File: config.mk
export PLATFORM = sky130hd
export DESIGN_NAME = base58_encoder_core
export DESIGN_NICKNAME = d
export VERILOG_FILES = /design/src/rtl/core/b58enc_pkg.sv /design/src/rtl/core/b58enc_dp.sv /design/src/rtl/core/b58enc_ctrl.sv /design/src/rtl/core/base58_encoder_core.sv
export SDC_FILE = /design/constraint.sdc
export NUM_CORES = 1
export LEC_CHECK = 0
export BUFFER_PORTS_ARGS = -buffer_cell sky130_fd_sc_hd__clkbuf_2
export CORE_MARGIN = 2
export CORE_UTILIZATION = 45
export CTS_CLUSTER_DIAMETER = 50
export DETAILED_ROUTE_END_ITERATION = 8
export REMOVE_ABC_BUFFERS = 1
export SYNTH_ARGS = -nofsm -noshare
export SYNTH_HDL_FRONTEND = slang
export SYNTH_SLANG_ARGS = --single-unit
File: constraint.sdc
create_clock -name aclk -period 11.9 [get_ports aclk]
set_clock_uncertainty 0.1 [all_clocks]
set_input_delay 2.38 -clock aclk [delete_from_list [all_inputs] [get_ports aclk]]
set_output_delay 2.38 -clock aclk [all_outputs]
set_load 0.005 [all_outputs]
File: src/rtl/core/b58enc_pkg.sv
`timescale 1ns / 1ps
// ----------------------------------------------------------------------------
// b58enc_pkg
// Shared types, constants and the alphabet lookup for the base58 encoder.
// ----------------------------------------------------------------------------
package b58enc_pkg;

    localparam int DIGIT_DEPTH   = 44;   // base-58 digit store entries
    localparam int RESULT_CAP    = 44;   // most symbols one message may give
    localparam int MAX_BYTES_DEF = 32;
    localparam int RADIX         = 58;
    localparam int DIGIT_W       = 6;
    localparam int IDX_W         = 6;
    localparam int LZ_W          = 6;
    localparam int CNT_W         = 7;
    localparam int CARRY_W       = 9;    // carry stays at or below 255
    localparam int VAL_W         = 15;   // digit * 256 + carry
    localparam int SYM_W         = 7;
    localparam int BYTE_W        = 8;

    // floor(v / 58) == (v * RECIP58) >> RECIP_SHIFT for every v below 2**15
    localparam int RECIP58       = 18079;
    localparam int RECIP_SHIFT   = 20;

    localparam logic [SYM_W-1:0] SYM_ONE = 7'h31;

    localparam logic [8*RADIX-1:0] ALPHABET =
        "123456789ABCDEFGHJKLMNPQRSTUVWXYZabcdefghijkmnopqrstuvwxyz";

    typedef struct packed {
        logic [BYTE_W-1:0] data_byte;
        logic              last_byte;
    } in_item_t;

    typedef struct packed {
        logic [SYM_W-1:0] symbol;
        logic             last_symbol;
        logic             too_long;
    } out_item_t;

    // controller to datapath
    typedef struct packed {
        logic take;
        logic fold_init;
        logic fold_step;
        logic emit_init;
        logic load_err;
        logic load_one;
        logic dig_read;
        logic load_digit;
        logic clear;
    } cmd_t;

    // datapath to controller
    typedef struct packed {
        logic fold_pend;
        logic last;
        logic fold_busy;
        logic err;
        logic lz_zero;
        logic lz_one;
        logic dc_zero;
        logic idx_one;
        logic out_free;
    } status_t;

    function automatic logic [SYM_W-1:0] b58_char(input logic [DIGIT_W-1:0] d);
        logic [DIGIT_W-1:0] dd;
        dd = (d > DIGIT_W'(RADIX - 1)) ? '0 : d;
        return ALPHABET[(RADIX - 1 - int'(dd)) * 8 +: SYM_W];
    endfunction

endpackage

File: src/rtl/core/b58enc_dp.sv
`timescale 1ns / 1ps
// ----------------------------------------------------------------------------
// b58enc_dp
// Datapath: digit memory, digit multiply-add with divide by 58, message
// counters and the result output register.
// ----------------------------------------------------------------------------
module b58enc_dp #(
    parameter int MAX_BYTES = b58enc_pkg::MAX_BYTES_DEF
) (
    input  logic                  aclk,
    input  logic                  aresetn,
    input  b58enc_pkg::cmd_t      cmd,
    output b58enc_pkg::status_t   st,
    input  b58enc_pkg::in_item_t  s_data,
    input  logic                  m_ready,
    output logic                  m_valid,
    output b58enc_pkg::out_item_t m_data
);

    localparam int DW  = b58enc_pkg::DIGIT_W;
    localparam int IW  = b58enc_pkg::IDX_W;
    localparam int VW  = b58enc_pkg::VAL_W;
    localparam int CW  = b58enc_pkg::CARRY_W;
    localparam int PW  = 2 * VW;

    logic [DW-1:0] digit_mem [b58enc_pkg::DIGIT_DEPTH];
    logic [DW-1:0] rdata_reg;

    logic [b58enc_pkg::CNT_W-1:0] byte_count_reg;
    logic [b58enc_pkg::LZ_W-1:0]  lz_reg;
    logic                         nz_reg;
    logic                         ovf_reg;
    logic                         fold_pend_reg;
    logic                         last_reg;
    logic [IW-1:0]                dc_reg;
    logic [IW-1:0]                idx_reg;
    logic [CW-1:0]                carry_reg;
    b58enc_pkg::out_item_t        out_reg;
    logic                         out_valid_reg;

    logic          in_range;
    logic          room;
    logic [DW-1:0] digit;
    logic [VW-1:0] val;
    logic [PW-1:0] prod;
    logic [CW-1:0] quo;
    logic [VW-1:0] quo58;
    logic [VW-1:0] rem_full;
    logic          wr_en;
    logic          rd_en;
    logic [IW-1:0] rd_addr;
    logic [IW-1:0] idx_inc;
    logic [IW:0]   sym_total;
    logic          out_free;
    logic          take_fold;

    // one digit of the fold: val = digit * 256 + carry, split by 58
    assign in_range = idx_reg < dc_reg;
    assign room     = idx_reg < IW'(b58enc_pkg::DIGIT_DEPTH);
    assign digit    = in_range ? rdata_reg : '0;
    assign val      = (VW'(digit) << 8) + VW'(carry_reg);
    assign prod     = PW'(val) * PW'(b58enc_pkg::RECIP58);
    assign quo      = prod[b58enc_pkg::RECIP_SHIFT +: CW];
    assign quo58    = (VW'(quo) << 5) + (VW'(quo) << 4) + (VW'(quo) << 3) + (VW'(quo) << 1);
    assign rem_full = val - quo58;

    assign wr_en   = cmd.fold_step && room;
    assign idx_inc = idx_reg + IW'(1);

    always_comb begin
        rd_en   = 1'b0;
        rd_addr = '0;
        if (cmd.fold_init) begin
            rd_en = 1'b1;
        end else if (cmd.fold_step && idx_inc < IW'(b58enc_pkg::DIGIT_DEPTH)) begin
            rd_en   = 1'b1;
            rd_addr = idx_inc;
        end else if (cmd.dig_read) begin
            rd_en   = 1'b1;
            rd_addr = idx_reg - IW'(1);
        end
    end

    always_ff @(posedge aclk) begin
        if (wr_en) begin
            digit_mem[idx_reg] <= rem_full[DW-1:0];
        end
        if (rd_en) begin
            rdata_reg <= digit_mem[rd_addr];
        end
    end

    assign take_fold = !ovf_reg && byte_count_reg < b58enc_pkg::CNT_W'(MAX_BYTES)
                       && (nz_reg || s_data.data_byte != '0);
    assign out_free  = !out_valid_reg || m_ready;
    assign sym_total = {1'b0, lz_reg} + {1'b0, dc_reg};

    always_ff @(posedge aclk) begin
        if (!aresetn) begin
            byte_count_reg <= '0;
            lz_reg         <= '0;
            nz_reg         <= 1'b0;
            ovf_reg        <= 1'b0;
            fold_pend_reg  <= 1'b0;
            last_reg       <= 1'b0;
            dc_reg         <= '0;
            idx_reg        <= '0;
            out_valid_reg  <= 1'b0;
        end else begin
            if (cmd.take) begin
                last_reg      <= s_data.last_byte;
                fold_pend_reg <= take_fold;
                if (!ovf_reg) begin
                    if (byte_count_reg >= b58enc_pkg::CNT_W'(MAX_BYTES)) begin
                        ovf_reg <= 1'b1;
                    end else begin
                        byte_count_reg <= byte_count_reg + b58enc_pkg::CNT_W'(1);
                        if (!nz_reg && s_data.data_byte == '0) begin
                            lz_reg <= lz_reg + b58enc_pkg::LZ_W'(1);
                        end else begin
                            nz_reg <= 1'b1;
                        end
                    end
                end
            end
            if (cmd.fold_init) begin
                idx_reg <= '0;
            end
            if (cmd.fold_step) begin
                if (!in_range && !room) begin
                    ovf_reg <= 1'b1;   // digit store full, carry left over
                end else begin
                    idx_reg <= idx_inc;
                    if (!in_range) begin
                        dc_reg <= dc_reg + IW'(1);
                    end
                end
            end
            if (cmd.emit_init) begin
                idx_reg <= dc_reg;
            end
            if (cmd.load_one) begin
                lz_reg <= lz_reg - b58enc_pkg::LZ_W'(1);
            end
            if (cmd.load_digit) begin
                idx_reg <= idx_reg - IW'(1);
            end
            if (cmd.load_err || cmd.load_one || cmd.load_digit) begin
                out_valid_reg <= 1'b1;
            end else if (m_ready) begin
                out_valid_reg <= 1'b0;
            end
            if (cmd.clear) begin
                byte_count_reg <= '0;
                lz_reg         <= '0;
                nz_reg         <= 1'b0;
                ovf_reg        <= 1'b0;
                dc_reg         <= '0;
            end
        end
    end

    // payload registers
    always_ff @(posedge aclk) begin
        if (cmd.take) begin
            carry_reg <= CW'(s_data.data_byte);
        end else if (cmd.fold_step) begin
            carry_reg <= quo;
        end
        if (cmd.load_err) begin
            out_reg.symbol      <= '0;
            out_reg.last_symbol <= 1'b0;
            out_reg.too_long    <= 1'b1;
        end else if (cmd.load_one) begin
            out_reg.symbol      <= b58enc_pkg::SYM_ONE;
            out_reg.last_symbol <= (lz_reg == b58enc_pkg::LZ_W'(1)) && (dc_reg == '0);
            out_reg.too_long    <= 1'b0;
        end else if (cmd.load_digit) begin
            out_reg.symbol      <= b58enc_pkg::b58_char(rdata_reg);
            out_reg.last_symbol <= idx_reg == IW'(1);
            out_reg.too_long    <= 1'b0;
        end
    end

    assign st.fold_pend = fold_pend_reg;
    assign st.last      = last_reg;
    assign st.fold_busy = (in_range || carry_reg != '0) && !ovf_reg;
    assign st.err       = ovf_reg || sym_total > (IW + 1)'(b58enc_pkg::RESULT_CAP);
    assign st.lz_zero   = lz_reg == '0;
    assign st.lz_one    = lz_reg == b58enc_pkg::LZ_W'(1);
    assign st.dc_zero   = dc_reg == '0;
    assign st.idx_one   = idx_reg == IW'(1);
    assign st.out_free  = out_free;

    assign m_valid = out_valid_reg;
    assign m_data  = out_reg;

    a_dc_bound: assert property (@(posedge aclk) disable iff (!aresetn)
        dc_reg <= IW'(b58enc_pkg::DIGIT_DEPTH))
        else $error("digit count beyond digit store");

    a_byte_bound: assert property (@(posedge aclk) disable iff (!aresetn)
        byte_count_reg <= b58enc_pkg::CNT_W'(MAX_BYTES))
        else $error("byte count beyond message limit");

    a_clear: assert property (@(posedge aclk) disable iff (!aresetn)
        cmd.clear |=> (dc_reg == '0 && lz_reg == '0 && !ovf_reg && byte_count_reg == '0))
        else $error("message state not cleared");

    a_err_result: assert property (@(posedge aclk) disable iff (!aresetn)
        out_valid_reg && out_reg.too_long |-> !out_reg.last_symbol && out_reg.symbol == '0)
        else $error("malformed error result");

endmodule

File: src/rtl/core/b58enc_ctrl.sv
`timescale 1ns / 1ps
// ----------------------------------------------------------------------------
// b58enc_ctrl
// Controller: sequences byte intake, the digit fold and symbol emission.
// ----------------------------------------------------------------------------
module b58enc_ctrl (
    input  logic                aclk,
    input  logic                aresetn,
    input  logic                s_valid,
    output logic                s_ready,
    input  b58enc_pkg::status_t st,
    output b58enc_pkg::cmd_t    cmd
);

    typedef enum logic [3:0] {
        ST_IDLE,
        ST_CHECK,
        ST_FOLD,
        ST_FINAL,
        ST_ERR,
        ST_ONES,
        ST_DIG_RD,
        ST_DIG_LOAD,
        ST_CLEAR
    } state_t;

    state_t state_reg;
    state_t state_next;

    always_comb begin
        cmd        = '0;
        state_next = state_reg;
        unique case (state_reg)
            ST_IDLE: begin
                if (s_valid) begin
                    cmd.take   = 1'b1;
                    state_next = ST_CHECK;
                end
            end
            ST_CHECK: begin
                if (st.fold_pend) begin
                    cmd.fold_init = 1'b1;
                    state_next    = ST_FOLD;
                end else begin
                    state_next = st.last ? ST_FINAL : ST_IDLE;
                end
            end
            ST_FOLD: begin
                if (st.fold_busy) begin
                    cmd.fold_step = 1'b1;
                end else begin
                    state_next = st.last ? ST_FINAL : ST_IDLE;
                end
            end
            ST_FINAL: begin
                if (st.err) begin
                    state_next = ST_ERR;
                end else begin
                    cmd.emit_init = 1'b1;
                    if (!st.lz_zero) begin
                        state_next = ST_ONES;
                    end else if (!st.dc_zero) begin
                        state_next = ST_DIG_RD;
                    end else begin
                        state_next = ST_CLEAR;
                    end
                end
            end
            ST_ERR: begin
                if (st.out_free) begin
                    cmd.load_err = 1'b1;
                    state_next   = ST_CLEAR;
                end
            end
            ST_ONES: begin
                if (st.out_free) begin
                    cmd.load_one = 1'b1;
                    if (st.lz_one) begin
                        state_next = st.dc_zero ? ST_CLEAR : ST_DIG_RD;
                    end
                end
            end
            ST_DIG_RD: begin
                cmd.dig_read = 1'b1;
                state_next   = ST_DIG_LOAD;
            end
            ST_DIG_LOAD: begin
                if (st.out_free) begin
                    cmd.load_digit = 1'b1;
                    state_next     = st.idx_one ? ST_CLEAR : ST_DIG_RD;
                end
            end
            ST_CLEAR: begin
                cmd.clear  = 1'b1;
                state_next = ST_IDLE;
            end
            default: begin
                state_next = ST_IDLE;
            end
        endcase
    end

    always_ff @(posedge aclk) begin
        if (!aresetn) begin
            state_reg <= ST_IDLE;
        end else begin
            state_reg <= state_next;
        end
    end

    assign s_ready = state_reg == ST_IDLE;

endmodule

File: src/rtl/core/base58_encoder_core.sv
`timescale 1ns / 1ps
// sequencing: a byte that folds passes through take, check and one fold step per base-58 digit it
//   touches (stored digits plus new ones); a byte that does not fold only through take and check
// after the last byte: one load per leading '1', a read and a load per digit symbol (single read
//   port), then clear; one byte in flight, a result may still wait meanwhile
// reset: synchronous active-low aresetn clears control and counters; the digit
//   memory needs no clearing, only entries below the digit count are read
// ----------------------------------------------------------------------------
// base58_encoder_core
// Base58 (bitcoin alphabet) encoder top level: controller plus datapath.
// ----------------------------------------------------------------------------
module base58_encoder_core #(
    parameter int MAX_BYTES = b58enc_pkg::MAX_BYTES_DEF
) (
    input  logic                  aclk,
    input  logic                  aresetn,
    // input byte transactions
    input  logic                  s_valid,
    output logic                  s_ready,
    input  b58enc_pkg::in_item_t  s_data,
    // symbol transactions
    output logic                  m_valid,
    input  logic                  m_ready,
    output b58enc_pkg::out_item_t m_data
);

    // command and status between controller and datapath
    b58enc_pkg::cmd_t    cmd;
    b58enc_pkg::status_t st;

    // sequencer: intake, fold loop, emission
    b58enc_ctrl u_ctrl (
        .aclk    (aclk),
        .aresetn (aresetn),
        .s_valid (s_valid),
        .s_ready (s_ready),
        .st      (st),
        .cmd     (cmd)
    );

    // digit store, multiply-add by 256 and divide by 58, output register
    b58enc_dp #(
        .MAX_BYTES (MAX_BYTES)
    ) u_dp (
        .aclk    (aclk),
        .aresetn (aresetn),
        .cmd     (cmd),
        .st      (st),
        .s_data  (s_data),
        .m_ready (m_ready),
        .m_valid (m_valid),
        .m_data  (m_data)
    );

endmodule

==> results of run 1 <==
==> worst reg2reg max path, delay by kind of cell, from the launching register on <==
| family | cells | cell delay, ns |
|---|---|---|
| xor+xnor | 7 | 1.58 |
| buf+inv | 8 | 0.94 |
| simple gates | 3 | 0.76 |
| flops | 1 | 0.70 |
| compound gates | 8 | 1.41 |
| fa+ha+maj | 14 | 5.24 |
==> worst max-delay path by stage <==
stage | cells after the start | slack [ns] | startpoint | to
after floorplan | 41 | 1.02 | u_dp.dc_reg[1]$_SDFFE_PP0P_ | u_dp.digit_mem[0][5]$_DFFE_PP_
after global placement | 40 | 1.16 | u_dp.idx_reg[2]$_SDFF_PN0_ | u_dp.digit_mem[34][5]$_DFFE_PP_
after detailed placement | 40 | 0.90 | u_dp.idx_reg[2]$_SDFF_PN0_ | u_dp.digit_mem[35][5]$_DFFE_PP_
after CTS | 40 | 0.86 | u_dp.idx_reg[2]$_SDFF_PN0_ | u_dp.digit_mem[30][5]$_DFFE_PP_
after global routing | 40 | 0.14 | u_dp.idx_reg[2]$_SDFF_PN0_ | u_dp.digit_mem[15][5]$_DFFE_PP_
final | 40 | 0.84 | u_dp.idx_reg[2]$_SDFF_PN0_ | u_dp.digit_mem[15][5]$_DFFE_PP_
==> metal layers <==
layer | vias up | global-route usage | share of wire
li1 | 6443 | - | -
met1 | 6566 | 0.307 | 0.45
met2 | 429 | 0.348 | 0.46
met3 | 74 | 0.0314 | 0.059
met4 | 2 | 0.0602 | 0.024
met5 | - | 0 | 0.00027
==> through the flow <==
stage	total power, mW	utilization
finish	5.96	0.495
CTS	6.02	0.495
floorplan	3.89	-
detailed placement	4.92	0.467
global route	6.38	0.495
global placement	4.84	0.467
==> placed cells by master, fill, tap and decap left out, types with 13 or more instances in the layout <==
| cell | count |
|---|---|
| a21oi_1 | 91 |
| a311oi_1 | 13 |
| a31oi_1 | 13 |
| and3_1 | 19 |
| buf_4 | 21 |
| clkbuf_16 | 38 |
| clkbuf_2 | 23 |
| dfxtp_1 | 44 |
| edfxtp_1 | 278 |
| fa_1 | 78 |
| ha_1 | 147 |
| inv_1 | 186 |
| mux2i_1 | 25 |
| nand2_1 | 267 |
| nand3_1 | 87 |
| nand4_1 | 18 |
| nor2_1 | 134 |
| nor3_1 | 14 |
| o21a_1 | 13 |
| o21ai_0 | 55 |
| o221ai_1 | 20 |
| xnor2_1 | 35 |
| xor2_1 | 19 |
==> cell type report <==
type	instances	area [um^2]
tap	546	683
antenna	1	2.50
inverter	188	706
timing repair buffer	44	273
sequential	322	9230
fill	3871	21600
clock inverter	21	143
multi-input combinational	1228	9110
clock buffer	47	1020
==> kinds of logic (layout without fill, tap and decap cells) <==
family                     after synthesis  count (layout)  synth area share
AOI/OAI and AO/OA                      320             320             0.111
buffers and inverters                  269             300            0.0581
and+or+nand+nor                        592             592             0.136
xor gates and xnor gates                59              59            0.0267
muxes                                   30              30            0.0158
other                                    0               1                 0
DFF                                    322             322             0.476
adders and majority gates              227             227             0.177
==> report_power, final <==
part / internal [mW] / total [mW] / leakage (nW) / switching, mW
Clock: 0.615 / 1.08 / 0.573 / 0.465
Combinational: 0.809 / 2.68 / 4.96 / 1.87
Sequential: 2.17 / 2.20 / 2.86 / 0.0349
Total: 3.59 / 5.96 / 8.39 / 2.37
==> flow_summary.toml, run 1 <==
[logic_synthesis]
syn_inst = 1819
synth_edf_count = 278
synth_common_cells = "edfxtp_1 (278), nand2_1 (267), inv_1 (186)"
ys_ff_latch = 322
synth_area_leaders = "edfxtp_1 (43%), ha_1 (9.5%), fa_1 (8.2%), nand2_1 (5.2%), dfxtp_1 (4.5%)"
postSynthAreaPerCell_um2 = 10.7
yosysMostFrequentCell = "edfxtp_1"
syn_area_mm2 = 0.0194
yosysUniqueCellTypes = 82
synth_flop_cell = "edfxtp_1"
seq_area_frac_synth = 0.476
yosys.area.top_type = "edfxtp_1"
synth_top_area_share = 0.431
synth_async_sr_flop_share = 0
ys.warnings.count = 0

[drt]
num_vias = 13500
viasPerCell = 5.64
routedWlPerCell_um = 19.9
ant_nets = 0
totalWireLength_um = 47800
dr.pass1.iters = 7
drcViolationCount = 0
drt_iter0_drc = 1241

[sta]
worst_slew_margin_rel = 0.266
setup-tns-final_ns = 0
slew_violations = 0
hold_ws_ns = 0.349
fin_crit_sh = 0.929
worstMarginPinSlew_ns = 1.10
grt_setup_unrepaired = "no"
finalCriticalPeriod_ns = 11.06
setup_viol_count_final = 0
layout_setup_ws_ns = 0.840
hold_viol = 0
fmax_ghz = 0.0904

[clock_tree]
cts_tree = "built"
post-cts-setup-buffer-count = 0
clkSinkCount = 322
clockRootBuffer = "clkbuf_16"
clk_pin_slew_ns = 0.05
h-tree-depth = 2
clockBufferDepth = 3
cts_resized = 0
clk_latency_ns = 0.56
numCtsBuffers = 38
holdBufCountCts = 0

[setup_path]
cp_slowest_stage_delay_ns = 0.70
arrival_ns = 11.23
worstPathRequired_ns = 12.07
crit_family = "adder cells"
crit_path_end_kind = "flop"
cpMostUsedCell = "ha_1"
critPathBufInv = 8
cp-start-kind = "flop"
path_max_fanout = 44
r2r_cells = 40
regToRegStartpoint = "u_dp.idx_reg[2]$_SDFF_PN0_"
slowest_stage = "dfxtp_1"
worstReg2RegEnd = "u_dp.digit_mem[15][5]$_DFFE_PP_"
r2r_slack_ns = 0.84
path_class = "reg2reg"

[grt]
grt_max_degree = 72
grt_pass1_vias = 13200
track_usage = 0.217
overflow = 0
grt_pass1_wl_um = 74900
antenna_found_initial = 3

[flow_run]
drv_cap = 0

[worst_hold_path]
min_to = "u_dp.byte_count_reg[6]$_SDFFE_PP0P_"
whs_path_depth = 2
holdCritStartpoint = "u_dp.byte_count_reg[6]$_SDFFE_PP0P_"
hold_path_class = "reg2reg"

[pwr]
powerDensity_mw_per_mm2 = 282
peakVddDrop_mv = 0.484
leakage_nw = 8.39

[floorplanning]
fp.dieW_um = 212
die_area_mm2 = 0.0448
initial_core_util = 0.453
io_pins = 24
rows = 76
core-area_mm2 = 0.0428
die-height_um = 212

[outcome]
status = "finished clean"

[finish]
stdcell_count = 2397
area_delta_synth_final_pct = 9.16
nets = 2061
largest_reg_flops = 264
drive_gt1_frac = 0.0697
final_cell_area_mm2 = 0.0212

[placed_design]
io_buffers = 23
place_ws_ns = 0.897
placed_cell_area_mm2 = 0.0200
dp_cells = 2328
gp_congestion = 0.903
dp_hpwl_um = 33000
Power figures use the tool's default switching activity.
==> run 2, diff against run 1 <==
CORE_ASPECT_RATIO = 1.4   (was unset)
CORE_UTILIZATION = 35   (was 45)
==> flow_summary.toml, run 2 (synthesized netlist as in run 1, its figures left out) <==
[clock_tree]
post-cts-setup-buffer-count = 0
clk_pin_slew_ns = 0.06
clockBufferDepth = 3
clkSinkCount = 322
clk_latency_ns = 0.55
h-tree-depth = 2
cts_tree = "built"
numCtsBuffers = 35
clockRootBuffer = "clkbuf_16"
holdBufCountCts = 0
cts_resized = 0

[sta]
worst_slew_margin_rel = 0.342
setup-tns-final_ns = 0
worstMarginPinSlew_ns = 0.987
fmax_ghz = 0.0898
finalCriticalPeriod_ns = 11.13
hold_ws_ns = 0.350
setup_viol_count_final = 0
grt_setup_unrepaired = "no"
fin_crit_sh = 0.935
slew_violations = 0
hold_viol = 0

[setup_path]
worstPathRequired_ns = 12.08
cp-start-kind = "flop"
cp_slowest_stage_delay_ns = 0.71
crit_family = "adder cells"
slowest_stage = "dfxtp_1"
path_class = "reg2reg"
regToRegStartpoint = "u_dp.idx_reg[2]$_SDFF_PN0_"
r2r_slack_ns = 0.77
r2r_cells = 40
crit_path_end_kind = "flop"
arrival_ns = 11.31
critPathBufInv = 8
worstReg2RegEnd = "u_dp.digit_mem[11][5]$_DFFE_PP_"
cpMostUsedCell = "ha_1"
path_max_fanout = 44

[grt]
overflow = 0
grt_max_degree = 73
track_usage = 0.176
grt_pass1_wl_um = 78300
antenna_found_initial = 0
grt_pass1_vias = 13900

[finish]
stdcell_count = 2574
final_cell_mix = "edfxtp_1 (278), nand2_1 (267), inv_1 (186)"
nets = 2058
largest_reg_flops = 264
antenna_cells = 0
nFillCells = 5296
multi_input_area_mm2 = 0.00911
area_delta_synth_final_pct = 10.3
register_area_mm2 = 0.00923
drive_gt1_frac = 0.0666
final_common_cell = "edfxtp_1"

[worst_hold_path]
min_to = "u_dp.m_data[0]$_SDFFE_PP1P_"
holdCritStartpoint = "u_dp.m_data[0]$_SDFFE_PP1P_"
hold_path_class = "reg2reg"
whs_path_depth = 2

[floorplanning]
rows = 102
core-area_mm2 = 0.0550
io_pins = 24
die-height_um = 282
fp.dieW_um = 203
die_area_mm2 = 0.0573
initial_core_util = 0.353

[placed_design]
gp_congestion = 0.879
dp_cells = 2510
dp_hpwl_um = 35500
io_buffers = 23

[drt]
routedWlPerCell_um = 19.3
num_vias = 13700
totalWireLength_um = 49800
dr.pass1.iters = 5
drcViolationCount = 0
ant_nets = 0
drt_iter0_drc = 1034
viasPerCell = 5.31

[pwr]
peakVddDrop_mv = 0.373
powerDensity_mw_per_mm2 = 277
leakage_nw = 8.39
finalPower_mw = 5.93

[outcome]
status = "finished clean"

[flow_run]
drv_cap = 0
[run 2: cell types whose count changed in the layout (fill, tap and decap cells not counted), moves of 2 or more]
cell	delta
clkbuf_16	-3
bufinv_16	+4
clkbuf_1	+2
clkbuf_8	-3
[run 2: per-stage QoR]
step | cell area [um^2] | setup slack, ns | util
after detailed placement | 20200 | 0.848 | 0.368
final | 21400 | 0.770 | 0.389
after CTS | 21400 | 0.817 | 0.389
after global routing | 21400 | 0.114 | 0.389
after floorplan | 19000 | 1.02 | -
after global placement | 20200 | 1.17 | 0.368
[run 2: worst max-delay path by stage]
| stage | end | depth (start not counted) | from | slack (ns) |
|---|---|---|---|---|
| 5_1_grt | u_dp.digit_mem[11][5]$_DFFE_PP_ | 40 | u_dp.idx_reg[2]$_SDFF_PN0_ | 0.11 |
| 3_5_place_dp | u_dp.digit_mem[9][5]$_DFFE_PP_ | 42 | u_dp.idx_reg[2]$_SDFF_PN0_ | 0.85 |
| 4_1_cts | u_dp.digit_mem[11][5]$_DFFE_PP_ | 42 | u_dp.idx_reg[2]$_SDFF_PN0_ | 0.82 |
| 3_3_place_gp | u_dp.digit_mem[11][5]$_DFFE_PP_ | 40 | u_dp.idx_reg[2]$_SDFF_PN0_ | 1.17 |
| 2_1_floorplan | u_dp.digit_mem[0][5]$_DFFE_PP_ | 41 | u_dp.dc_reg[1]$_SDFFE_PP0P_ | 1.02 |
| 6_report | u_dp.digit_mem[11][5]$_DFFE_PP_ | 40 | u_dp.idx_reg[2]$_SDFF_PN0_ | 0.77 |
[run 2: worst register-to-register path, delay by kind of cell, from the launching register on]
family | cells | cell delay (ns)
and+or+nand+nor | 3 | 0.79
AOI/OAI and AO/OA | 8 | 1.45
buffers and inverters | 8 | 0.92
DFF | 1 | 0.71
xor gates and xnor gates | 7 | 1.58
adders and majority gates | 14 | 5.26
[run 2: routing by layer]
layer	vias to the layer above	GRT usage	wire, um
li1	6436	-	-
met1	6705	0.204	19500
met2	417	0.320	25600
met3	107	0.0227	2410
met4	0	0.0814	2240
met5	-	0	0
[run 2: where the power goes]
group	leakage, nW	total (mW)	switching, mW	internal, mW
Sequential	2.86	2.20	0.0359	2.16
Combinational	4.96	2.64	1.83	0.805
Clock	0.565	1.09	0.451	0.638
[run 2: cell type report]
type                    count  share of cell area
clock inverters            22              0.0122
multi-input cells        1228               0.426
clock buffers              42              0.0422
repair buffers             44              0.0128
flip-flops and latches    322               0.431
inverters                 188              0.0330
well taps                 728              0.0426
==> run 3, diff against run 2 <==
ABC_AREA = 1   (was unset)
==> flow_summary.toml, run 3 <==
[sta]
finalCriticalPeriod_ns = 10.71
hold_viol = 0
setup-tns-final_ns = 0
worst_slew_margin_rel = 0.216
fin_crit_sh = 0.900
slew_violations = 0
grt_setup_unrepaired = "no"
worstMarginPinSlew_ns = 1.18
fmax_ghz = 0.0934
setup_viol_count_final = 0

[finish]
nets = 2425
area_delta_synth_final_pct = 9.09
final_common_cell = "inv_1"
antenna_cells = 0
largest_reg_flops = 264
final_cell_mix = "inv_1 (409), nand2_1 (348), nand3_1 (303)"
drive_gt1_frac = 0.0507

[clock_tree]
h-tree-depth = 1
post-cts-setup-buffer-count = 0
clk_pin_slew_ns = 0.06
cts_tree = "built"
clk_latency_ns = 0.58
clkSinkCount = 322
clockBufferDepth = 3
numCtsBuffers = 31
clockRootBuffer = "clkbuf_16"
cts_resized = 0
holdBufCountCts = 0

[grt]
grt_use_met2 = 0.343
grt_pass1_vias = 15100
grt_pass1_wl_um = 81700
grt_max_degree = 92
use_met1 = 0.189
top_usage_layer = "met2"
overflow = 0
antenna_found_initial = 1
gr-usage-met3 = 0.0104
track_usage = 0.173

[floorplanning]
die_area_mm2 = 0.0598
initial_core_util = 0.353
die-height_um = 289
core-area_mm2 = 0.0574
rows = 104
io_pins = 24
fp.dieW_um = 207

[logic_synthesis]
syn_area_mm2 = 0.0203
yosysMostFrequentCell = "inv_1"
postSynthAreaPerCell_um2 = 9.26
synth_async_sr_flop_share = 0
synth_edf_count = 278
synth_top_area_share = 0.412
yosysUniqueCellTypes = 47
ys.warnings.count = 0
yosys.area.top_type = "edfxtp_1"
syn_inst = 2186
synth_common_cells = "inv_1 (409), nand2_1 (348), nand3_1 (303)"
ys_ff_latch = 322
synth_flop_cell = "edfxtp_1"
synth_area_leaders = "edfxtp_1 (41%), ha_1 (9.1%), fa_1 (7.8%), inv_1 (7.6%), nand3_1 (7.5%)"
seq_area_frac_synth = 0.456

[setup_path]
path_depth = 45
slowest_stage = "o21ai_0"
cpMostUsedCell = "nand2_1"
crit_path_end_kind = "flop"
critPathBufInv = 9
r2r_cells = 45
path_class = "reg2reg"
cp-start-kind = "flop"
crit_family = "adder cells"
path_max_fanout = 44
worstPathRequired_ns = 12.11
cp_slowest_stage_delay_ns = 0.82
arrival_ns = 10.92

[worst_hold_path]
whs_path_depth = 2
hold_path_class = "reg2reg"

[drt]
drt_iter0_drc = 779
routedWlPerCell_um = 17.7
dr.pass1.iters = 5
ant_nets = 0
viasPerCell = 5.04
totalWireLength_um = 52100
num_vias = 14900
drcViolationCount = 0

[placed_design]
io_buffers = 23
gp_congestion = 0.883
dp_hpwl_um = 36900

[flow_run]
drv_cap = 0

[outcome]
status = "finished clean"
[run 3: cell types whose count changed in the layout (fill, tap and decap cells not counted), moves of 13 or more]
cell	previous run	this run
inv_1	186	409
nand3_1	87	303
nand2_1	267	348
nand3b_1	2	61
xnor2_1	35	5
mux2i_1	25	0
and3_1	19	0
o221ai_1	20	2
o21ai_0	55	72
a21oi_1	91	75
a311oi_1	13	0
[run 3: per-stage QoR]
stage	util	cell area [um^2]	cells	hold WS, ns	setup WS, ns
3_3_place_gp	0.368	21100	2895	0.325	1.56
5_1_grt	0.385	22100	2949	0.368	0.492
6_report	0.385	22100	2949	0.347	1.19
2_1_floorplan	-	19900	2115	0.318	2.17
3_5_place_dp	0.368	21100	2895	0.335	1.27
4_1_cts	0.385	22100	2949	0.345	1.21
[run 3: layout make-up]
class                           instances  area, um^2
Clock buffer                           37         798
Clock inverter                         17         203
Fill cell                            5674       35300
Inverter                              417        1570
Multi-Input combinational cell       1376        9140
Sequential cell                       322        9230
Tap cell                              742         928
Timing Repair Buffer                   38         228
[run 3: final timing paths]
path                                        from                             endpoint  slack (ns)
max reg2reg           u_dp.idx_reg[3]$_SDFF_PN0_       u_dp.digit_mem[9][5]$_DFFE_PP_        1.19
min          u_dp.byte_count_reg[6]$_SDFFE_PP0P_  u_dp.byte_count_reg[6]$_SDFFE_PP0P_        0.35
min reg2reg  u_dp.byte_count_reg[6]$_SDFFE_PP0P_  u_dp.byte_count_reg[6]$_SDFFE_PP0P_        0.35
max                   u_dp.idx_reg[3]$_SDFF_PN0_       u_dp.digit_mem[9][5]$_DFFE_PP_        1.19
[run 3: worst min-delay path, cell delays in order (launching register included)]
cell	delay, ns
dfxtp_1	0.32
inv_1	0.05
nor2_1	0.03
[run 3: layer usage]
metal  wire length [um]  vias to the layer above  part of all wire
li1                   -                     7244                 -
met1              20000                     7210              0.38
met2              28400                      333              0.54
met3               1710                       89             0.033
met4               1980                        0             0.038
met5                  0                        -                 0
[run 3: logic make-up after synthesis]
group / Yosys count / synth area share
and+or+nand+nor: 916 / 0.210
DFF: 322 / 0.456
adders and majority gates: 226 / 0.169
buffers and inverters: 488 / 0.0964
xor gates and xnor gates: 26 / 0.0112
AOI/OAI and AO/OA: 208 / 0.0581
Power of run 3 is left out: the tool's default activity adds up to more than one toggle a clock period on the data nets, which glitch-free logic cannot reach.
